[config.mk]
export PLATFORM = sky130hd
export DESIGN_NAME = wide_unsigned_alu_256_top
export DESIGN_NICKNAME = d
export VERILOG_FILES = /design/src/design/wua_pkg.sv /design/src/design/wua_serial_adder.sv /design/src/design/wua_csa_mul.sv /design/src/design/wide_unsigned_alu_256_top.sv
export SDC_FILE = /design/constraint.sdc
export NUM_CORES = 2
export LEC_CHECK = 0
export BUFFER_PORTS_ARGS = -buffer_cell sky130_fd_sc_hd__buf_4
export CAP_MARGIN = 20
export CORE_MARGIN = 2
export CORE_UTILIZATION = 29
export CTS_BUF_LIST = sky130_fd_sc_hd__clkbuf_8
export DETAILED_ROUTE_END_ITERATION = 8
export PLACE_DENSITY_LB_ADDON = 0.05
export SYNTH_ARGS = -nofsm -noshare
export SYNTH_HDL_FRONTEND = slang
export SYNTH_SLANG_ARGS = --single-unit
[constraint.sdc]
create_clock -name clock -period 22.4 [get_ports clock]
set_input_delay 3.36 -clock clock [delete_from_list [all_inputs] [get_ports clock]]
set_output_delay 3.36 -clock clock [all_outputs]
set_load 0.005 [all_outputs]
[src/design/wua_pkg.sv]
`timescale 1ns / 1ps
`default_nettype none
// ----------------------------------------------------------------------------
// wua_pkg: shared types and constants of the wide unsigned alu
// widths, operation codes and the control bundle for the bit-serial lanes
// ----------------------------------------------------------------------------
package wua_pkg;

   localparam int WordW  = 64;
   localparam int Words  = 4;
   localparam int DataW  = WordW * Words;
   localparam int CntW   = 8;
   localparam int AmtW   = 8;
   localparam int OpW    = 3;
   localparam int ReqW   = 2 * DataW + AmtW;

   localparam logic [OpW-1:0] OP_ADD = 3'd0;
   localparam logic [OpW-1:0] OP_SUB = 3'd1;
   localparam logic [OpW-1:0] OP_NEG = 3'd2;
   localparam logic [OpW-1:0] OP_MUL = 3'd3;
   localparam logic [OpW-1:0] OP_SHL = 3'd4;

   // control bundle from the sequencer to the serial lanes
   typedef struct packed {
      logic           clear;
      logic           step;
      logic [OpW-1:0] op;
   } lane_ctrl_type;

endpackage

`default_nettype wire

[src/design/wua_serial_adder.sv]
`timescale 1ns / 1ps
`default_nettype none
// ----------------------------------------------------------------------------
// wua_serial_adder: bit-serial add, subtract and negate lane
// one full adder and a carry flop, lsb first
// ----------------------------------------------------------------------------
module wua_serial_adder
   import wua_pkg::*;
(
   input  wire logic          clock,
   input  wire logic          reset,
   input  wire lane_ctrl_type ctrl,
   input  wire logic          a_bit,
   input  wire logic          b_bit,
   output logic               sum_bit
);

   logic carry_ff;
   logic carry_in;
   logic x_bit;
   logic y_bit;
   logic cout;

   always_comb begin
      x_bit = a_bit;
      y_bit = b_bit;
      case (ctrl.op)
         OP_SUB: begin
            y_bit = ~b_bit;
         end
         OP_NEG: begin
            x_bit = ~a_bit;
            y_bit = 1'b0;
         end
         default: begin
            x_bit = a_bit;
            y_bit = b_bit;
         end
      endcase
      sum_bit = x_bit ^ y_bit ^ carry_ff;
      cout    = (x_bit & y_bit) | (x_bit & carry_ff) | (y_bit & carry_ff);
   end

   // two's complement forms start with a carry of one
   always_comb begin
      carry_in = carry_ff;
      if (ctrl.clear) begin
         carry_in = ctrl.op inside {OP_SUB, OP_NEG};
      end else if (ctrl.step) begin
         carry_in = cout;
      end
   end

   always_ff @(posedge clock) begin
      if (reset) begin
         carry_ff <= 1'b0;
      end else begin
         carry_ff <= carry_in;
      end
   end

endmodule

`default_nettype wire

[src/design/wua_csa_mul.sv]
`timescale 1ns / 1ps
`default_nettype none
// ----------------------------------------------------------------------------
// wua_csa_mul: serial-parallel multiplier with a carry-save accumulator
// one multiplier bit per step, one product bit out per step, lsb first
// ----------------------------------------------------------------------------
module wua_csa_mul
   import wua_pkg::*;
(
   input  wire logic             clock,
   input  wire lane_ctrl_type    ctrl,
   input  wire logic             mult_bit,
   input  wire logic [DataW-1:0] mcand,
   output logic                  prod_bit
);

   logic [DataW-1:0] sum_ff;
   logic [DataW-1:0] carry_ff;
   logic [DataW-1:0] sum_in;
   logic [DataW-1:0] carry_in;
   logic [DataW-1:0] pp;
   logic [DataW-1:0] cell_sum;
   logic [DataW-1:0] cell_carry;

   // each cell is an independent full adder, no carry ripple
   always_comb begin
      pp         = mult_bit ? mcand : '0;
      cell_sum   = sum_ff ^ carry_ff ^ pp;
      cell_carry = (sum_ff & carry_ff) | (sum_ff & pp) | (carry_ff & pp);
      prod_bit   = cell_sum[0];
      sum_in     = sum_ff;
      carry_in   = carry_ff;
      if (ctrl.clear) begin
         sum_in   = '0;
         carry_in = '0;
      end else if (ctrl.step) begin
         // drop the emitted bit, carries move up one weight
         sum_in   = {1'b0, cell_sum[DataW-1:1]};
         carry_in = cell_carry;
      end
   end

   always_ff @(posedge clock) begin
      sum_ff   <= sum_in;
      carry_ff <= carry_in;
   end

endmodule

`default_nettype wire

[src/design/wide_unsigned_alu_256_top.sv]
`timescale 1ns / 1ps
`default_nettype none
// ----------------------------------------------------------------------------
// wide_unsigned_alu_256_top: bit-serial 256-bit unsigned alu
// add, subtract, negate, low-half multiply and left shift, one result bit
// per clock out of shift registers
// ----------------------------------------------------------------------------
//
//   channel  dir  handshake           payload
//   req      in   req_tvalid/tready   tuser: operation
//                                     tdata: a_word0..3, b_word0..3, shift_amount
//   rsp      out  rsp_tvalid/tready   tdata: r_word0..3
//
// every operation takes 256 steps, one result bit per step, set by the
// 256-bit result width that the step counter runs through
// once the output register is free, the hold state moves the finished word
// into it and rsp_tvalid rises
// reset clears the sequencer and the output valid; operands are not reset
// one item in the core at a time; a new beat is taken while the previous
// result still waits on rsp_tready
//
module wide_unsigned_alu_256_top
   import wua_pkg::*;
(
   input  wire logic              clock,
   input  wire logic              reset,
   // request side
   input  wire logic              req_tvalid,
   output logic                   req_tready,
   input  wire logic [ReqW-1:0]   req_tdata,   // a_word0..3, b_word0..3, shift_amount
   input  wire logic [OpW-1:0]    req_tuser,   // operation
   // response side
   output logic                   rsp_tvalid,
   input  wire logic              rsp_tready,
   output logic [DataW-1:0]       rsp_tdata    // r_word0..3
);

   // sequencer states
   localparam logic [1:0] ST_IDLE = 2'd0;
   localparam logic [1:0] ST_RUN  = 2'd1;
   localparam logic [1:0] ST_HOLD = 2'd2;

   logic [1:0]       state_ff;
   logic [1:0]       state_in;
   logic [CntW-1:0]  cnt_ff;
   logic [CntW-1:0]  cnt_in;
   logic [OpW-1:0]   op_ff;
   logic [OpW-1:0]   op_in;
   logic [AmtW-1:0]  amt_ff;
   logic [AmtW-1:0]  amt_in;
   logic [DataW-1:0] a_ff;
   logic [DataW-1:0] a_in;
   logic [DataW-1:0] b_ff;
   logic [DataW-1:0] b_in;
   logic [DataW-1:0] r_ff;
   logic [DataW-1:0] r_in;
   logic [DataW-1:0] out_ff;
   logic [DataW-1:0] out_in;
   logic             out_valid_ff;
   logic             out_valid_in;

   logic             req_beat;
   logic             step;
   logic             last_step;
   logic             out_free;
   logic             shift_pad;
   logic             res_bit;
   logic             add_bit;
   logic             mul_bit;
   lane_ctrl_type    ctrl;

   assign req_tready = (state_ff == ST_IDLE);
   assign req_beat   = req_tvalid && req_tready;
   assign step       = (state_ff == ST_RUN);
   assign last_step  = (cnt_ff == CntW'(DataW - 1));
   assign out_free   = !out_valid_ff || rsp_tready;
   // shift emits zeros until the count reaches the distance
   assign shift_pad  = (cnt_ff < amt_ff);

   // lanes are cleared on the accept beat with the incoming operation
   always_comb begin
      ctrl.clear = req_beat;
      ctrl.step  = step;
      ctrl.op    = req_beat ? req_tuser : op_ff;
   end

   wua_serial_adder u_adder (
      .clock   (clock),
      .reset   (reset),
      .ctrl    (ctrl),
      .a_bit   (a_ff[0]),
      .b_bit   (b_ff[0]),
      .sum_bit (add_bit)
   );

   wua_csa_mul u_mul (
      .clock    (clock),
      .ctrl     (ctrl),
      .mult_bit (a_ff[0]),
      .mcand    (b_ff),
      .prod_bit (mul_bit)
   );

   // result bit select
   always_comb begin
      case (op_ff)
         OP_ADD, OP_SUB, OP_NEG: res_bit = add_bit;
         OP_MUL:                 res_bit = mul_bit;
         OP_SHL:                 res_bit = shift_pad ? 1'b0 : a_ff[0];
         default:                res_bit = 1'b0;
      endcase
   end

   // sequencer
   always_comb begin
      state_in = state_ff;
      cnt_in   = cnt_ff;
      case (state_ff)
         ST_IDLE: begin
            if (req_beat) begin
               state_in = ST_RUN;
               cnt_in   = '0;
            end
         end
         ST_RUN: begin
            cnt_in = cnt_ff + 1'b1;
            if (last_step) begin
               state_in = ST_HOLD;
            end
         end
         ST_HOLD: begin
            if (out_free) begin
               state_in = ST_IDLE;
            end
         end
         default: begin
            state_in = ST_IDLE;
         end
      endcase
   end

   // operand and result shift registers
   always_comb begin
      op_in  = op_ff;
      amt_in = amt_ff;
      a_in   = a_ff;
      b_in   = b_ff;
      r_in   = r_ff;
      if (req_beat) begin
         op_in  = req_tuser;
         a_in   = req_tdata[DataW-1:0];
         b_in   = req_tdata[2*DataW-1:DataW];
         amt_in = req_tdata[ReqW-1:2*DataW];
      end else if (step) begin
         r_in = {res_bit, r_ff[DataW-1:1]};
         // a holds still during the zero fill of a shift
         if (!((op_ff == OP_SHL) && shift_pad)) begin
            a_in = {1'b0, a_ff[DataW-1:1]};
         end
         // multiplicand stays parallel for the multiplier array
         if (op_ff != OP_MUL) begin
            b_in = {1'b0, b_ff[DataW-1:1]};
         end
      end
   end

   // output register
   always_comb begin
      out_in       = out_ff;
      out_valid_in = out_valid_ff;
      if (rsp_tready) begin
         out_valid_in = 1'b0;
      end
      if ((state_ff == ST_HOLD) && out_free) begin
         out_in       = r_ff;
         out_valid_in = 1'b1;
      end
   end

   always_ff @(posedge clock) begin
      if (reset) begin
         state_ff     <= ST_IDLE;
         cnt_ff       <= '0;
         out_valid_ff <= 1'b0;
      end else begin
         state_ff     <= state_in;
         cnt_ff       <= cnt_in;
         out_valid_ff <= out_valid_in;
      end
   end

   always_ff @(posedge clock) begin
      op_ff  <= op_in;
      amt_ff <= amt_in;
      a_ff   <= a_in;
      b_ff   <= b_in;
      r_ff   <= r_in;
      out_ff <= out_in;
   end

   assign rsp_tvalid = out_valid_ff;
   assign rsp_tdata  = out_ff;

endmodule

`default_nettype wire

# Word-level counts from Yosys, hierarchy flattened
# Index checks and enable logic that the tools add are counted.
[totals]
ff_bits = 1558
latchBits = 0
ram_bits = 0
romBits = 0
input_bits = 527
out_inout_bits = 258
word_cells = 85
mem_count = 0
[op_classes]
add_sub_neg = 1
n_mul = 0
div_mod_pow = 0
n_lt_le_gt_ge = 1
n_eq_ne = 14
shifts = 0
n_mux = 22
bitwise_logic = 17
reduce_logical = 18
[ops]
columns = ["operator", "count"]
rows = [
  ["2-to-1 mux 256 bit", 7],
  ["bitwise AND 255 x 256 -> 256 bit", 2],
  ["bitwise OR 256 bit", 2],
  ["bitwise AND 256 bit", 1],
  ["bitwise XOR 255 x 256 -> 256 bit", 1],
  ["bitwise XOR 256 bit", 1],
  ["one-hot mux 8 bit (2 select lines)", 1],
  ["nonzero test 2 bit", 5],
  ["== test 3 x 2 -> 1 bit, second input constant", 3],
  ["adder 8 x 1 -> 8 bit, second input constant", 1],
  ["== test 8 bit, second input constant", 1],
  ["< comparator 8 bit", 1],
  ["2-to-1 mux 8 bit", 1],
  ["AND reduction 2 bit", 4],
  ["== test 3 x 1 -> 1 bit, second input constant", 2],
  ["2-to-1 mux 1 bit", 6],
  ["2-to-1 mux 2 bit", 3],
  ["one-hot mux 2 bit (3 select lines)", 1],
  ["inequality test 2 x 1 -> 1 bit, second input constant", 2],
  ["inequality test 2 bit, second input constant", 2],
  ["bitwise AND 1 bit", 3],
  ["== test 3 bit, second input constant", 1],
  ["logical AND 1 bit", 3],
  ["zero test 3 bit", 1],
  ["14 further kinds", 18],
]

# Depth between registers and ports, before layout
[depth]
depth_word = 10
ltp_mapped = 11
ltp_nobuf = 9

# Cells and area by module
# A second synthesis with hierarchy kept.
[unflattened]
hier_cells = 5553
hier_area_um2 = 64921.0
[modules_own_cells]
columns = ["module", "n_inst", "cells_each", "area_per_inst_um2", "seq_area_each_um2"]
rows = [
  ["wide_unsigned_alu_256_top", 1, 2787, 38232.9, 31270.0],
  ["wua_csa_mul", 1, 2754, 26558.0, 10229.8],
  ["wua_serial_adder", 1, 12, 130.1, 20.0],
]

# Least setup slack after synthesis
# No wires, ideal clock.
[synth_path]
path_type = "input to register"
from = "input port req_tvalid"
to = "register a_ff[0], enable pin"
setup_ns = 1.013
arrival_ns = 17.146
required_time_ns = 21.387
setup_slack_ns = 4.241
cell_stages = 4
path_buffers = 2
path_cell_list = "or3b_1 -> buf_2 -> clkbuf_1 -> a41oi_1"
[synth_via]
elab_chain_len = 3
word_cells_on_any_way = 4
classes_between = "eq/ne: 1; reduce/logical: 3"
[synth_rtl]
columns = ["element", "line", "source"]
rows = [
  ["from (decl)", "wide_unsigned_alu_256_top.sv:28", "input wire logic req_tvalid,"],
  ["logical AND 1 bit (*)", "wide_unsigned_alu_256_top.sv:73", "assign req_beat = req_tvalid && req_tready;"],
  ["inequality test 2 bit (no line) / nonzero test 2 bit (equally long branches)", "n/a", ""],
  ["AND reduction 2 bit (no line) (*)", "n/a", ""],
  ["to (signal assigned)", "wide_unsigned_alu_256_top.sv:195", "a_ff <= a_in;"],
  ["to (decl)", "wide_unsigned_alu_256_top.sv:51", "logic [DataW-1:0] a_ff;"],
]
# Every way passes the cells marked *; elsewhere a longest branch is shown, timed or not.
# A chain may end at the register's enable or synchronous reset.

# Worst setup path after layout
[layout_path]
from = "input port req_tvalid"
to = "register a_ff[7], enable pin"
# Same word-level chain as after synthesis.

==> run_results.csv <==
group,metric,value,unit
status,status,"finished, final reports clean",
die,die_area,221000,um2
global_route,grt_max_degree,184,
hold_path,hp-class,"reg -> reg",
logic_synthesis,synth_nets,6356,
cts,cts_tree,"done",
cts,cts_hold_buffers,0,
sta,fin_skew,0.0952,ns
cts,ctsResizeCount,0,
worst_setup_path,cp_cell_sequence,"buf_4 -> or3b_4 -> inv_16 -> nor2_2 -> a41oi_4 -> buf_4 -> buf_12 -> buf_4",
global_route,grt_pass1_wl,255000,um
worst_setup_path,path_max_fanout,183,
route,top_layer,"met5",
global_route,grt_pass1_vias,41900,
hold_path,min_from,"r_ff[167]",
cts,clk_pin_slew_worst_paths,0.06,ns
sta,fmax,145,MHz
power,cellPowerDensity,89.2,nW/um2
worst_setup_path,worstPathArrival,7.50,ns
sta,rsz0062_at_grt,"false",
route,drt_iter0_drc,2458,
logic_synthesis,yosysMostFrequentCell,"nand2_1",
sta,finalSetupViolCount,0,
sta,slew_viol_final,0,
worst_setup_path,max_stage_delay,0.69,ns
logic_synthesis,yosys.area.top_type,"edfxtp_1",
route,vias_per_cell,4.34,
hold_path,min_to,"rsp_tdata[167]",
die,ioPinCount,785,
worst_setup_path,regToRegSetupSlack,17.48,ns
logic_synthesis,syn_inst,5564,
sta,worstMarginPinSlew,1.08,ns
logic_synthesis,synth_top_area_frac,0.493,
global_route,gr-usage-all-layers,0.148,
sta,max_slew_margin,0.283,
placement,dpl_cell_area,71000,um2
cts,cts_setup_buffers,0,
cts,clock_latency,1.02,ns
placement,dp_cells,8916,
final_layout,syn_to_final_growth,21.9,%
power,fin_total_pwr,6840,uW
worst_setup_path,worstSetupPathType,"in -> reg",
logic_synthesis,ys.flop_type,"edfxtp_1",
global_route,gr-total-overflow,0,
placement,portBuffers,784,
route,met3_length,12900,um
sta,hold_viol,0,
route,wl_met2,76700,um
global_route,antenna_found_initial,70,
final_layout,fin_cells,9474,
route,wirelength,167000,um
route,detail_route.wl_per_cell,17.6,um
worst_setup_path,rr_endpoint,"rsp_tdata[204]",
route,drcViolationCount,0,
sta,fin_crit,6.90,ns
logic_synthesis,ys_top_cells_by_area,"edfxtp_1 (49%), dfxtp_1 (17%), nand2_1 (15%)",
route,antenna_left,0,
logic_synthesis,ys_seq_elements,1558,
logic_synthesis,synthDistinctLibCells,42,
final_layout,nFillCells,21800,
worst_setup_path,startpoint_type,"input pin",
worst_setup_path,reg2reg_depth,6,
flow_run,maxCapViolations,0,
cts,htree_levels,5,
cts,cts.path.max_buffers,4,
final_layout,nets,7183,
worst_setup_path,r2r-start,"state_ff[0]",
placement,hpwl,104000,um
final_layout,layout-drive-gt1-share,0.185,
route,vias,41100,
cts,cts_sinks,1558,
sta,setup_tns,0,ns
final_layout,fin_area,76600,um2
route,first_pass_iters,5,
logic_synthesis,synthArstFlopShare,0,
die,initial_core_util,0.292,
die,die-width,470,um
die,row_count,170,
worst_setup_path,cp_slowest_cell,"buf_4",
logic_synthesis,synth-edff-count,1032,
route,drt-met1-wl,72700,um
placement,gp_congestion,0.738,
worst_setup_path,path_common_cell,"buf_4",
logic_synthesis,synth.avg_cell_area,11.3,um2
worst_setup_path,worstPathRequired,22.99,ns
cts,root_buffer,"clkbuf_8",
logic_synthesis,netlist_top_cells_count,"nand2_1 (2,565), edfxtp_1 (1,032), dfxtp_1 (526)",
logic_synthesis,seq_area_frac_synth,0.660,
worst_setup_path,critPathTopFamily,"buffers and inverters",
power,p_leak,0.0310,uW
power,peakVddDrop,0.0000552,V
cts,numCtsBuffers,310,
sta,layout_setup_ws,15.50,ns
logic_synthesis,syn-cell-area,62900,um2
worst_setup_path,cp_num_buf_inv,5,
sta,period_share,0.308,
die,die_h,470,um
worst_setup_path,cp-end-kind,"register",
die,core,215000,um2
logic_synthesis,synth_warnings,0,
placement,preCtsSetupSlack,14.45,ns
hold_path,hold_path_depth,0,
==> final cells by class <==
| type | instances | area, um2 | area share |
|---|---|---|---|
| diodes | 15 | 37.5 | 0.000490 |
| clock buffers | 337 | 4640 | 0.0605 |
| clock inverters | 205 | 942 | 0.0123 |
| inverters | 12 | 68.8 | 0.000898 |
| multi-input cells | 3678 | 19600 | 0.255 |
| flip-flops and latches | 1558 | 41500 | 0.542 |
| well taps | 2838 | 3550 | 0.0463 |
| repair buffers | 831 | 6320 | 0.0825 |
==> stage by stage <==
stage                     hold WS, ns  utilization
after floorplan                 0.400            -
after global routing            0.428        0.356
after CTS                       0.401        0.356
final                           0.417        0.356
after global placement          0.408        0.330
after detailed placement        0.416        0.330
==> logic make-up (layout without fill, tap and decap cells) <==
kind of cell,Yosys count,count (layout),share of synthesized area
flip-flops,1558,1558,0.660
XOR/XNOR,2,2,0.000279
AO/OA/AOI/OAI,540,540,0.0437
buffers and inverters,328,1385,0.0292
multiplexers,4,4,0.000697
adder cells (fa/ha/maj),265,265,0.0833
other,0,15,0
AND/OR/NAND/NOR,2867,2867,0.182
==> sequential cells by signal, indices dropped and copies added (netlist names) <==
signal and flops:
amt_ff 8, a_ff 256, u_adder.carry_ff 1, u_mul.sum_ff 255
u_mul.carry_ff 256, rsp_tdata 256, r_ff 256, state_ff 2
rsp_tvalid 1, b_ff 256, cnt_ff 8, op_ff 3
==> how the worst max path moves through the flow <==
stage | startpoint | to | slack (ns) | cells past startpoint
after floorplan | req_tvalid | a_ff[0] | 4.24 | 4
final | req_tvalid | a_ff[7] | 15.50 | 8
after global placement | req_tvalid | a_ff[0] | 14.46 | 8
after CTS | req_tvalid | a_ff[12] | 15.59 | 8
after global routing | rsp_tready | rsp_tdata[205] | 15.30 | 7
after detailed placement | req_tvalid | a_ff[2] | 14.45 | 8
==> layout by cell type, fill, tap and decap left out, drive strengths merged, types with 2 or more instances in the layout <==
cell,n
nand2,2565
xnor2,2
a2111oi,2
mux2,3
nand2b,4
nor3,7
edfxtp,1032
o21ai,8
buf,831
or3,2
dfxtp,526
ha,9
bufinv,3
nand3,4
a21oi,521
clkinv,86
diode,15
fa,256
and2,259
a311oi,2
clkinvlp,8
nor2,17
clkbuf,337
inv,120
and3,3
==> layer usage <==
layer	GRT usage	vias to the layer above
li1	-	20000
met2	0.231	951
met1	0.190	19700
met3	0.0544	406
met4	0.0490	98
met5	0	-
==> power by group <==
group	total (uW)	internal (uW)	switching, uW	leakage [uW]
combinational	675	250	425	0.0136
clock	2660	1410	1250	0.00325
sequential	3500	3370	128	0.0141
Note: power is estimated with default switching activity, not from simulation.
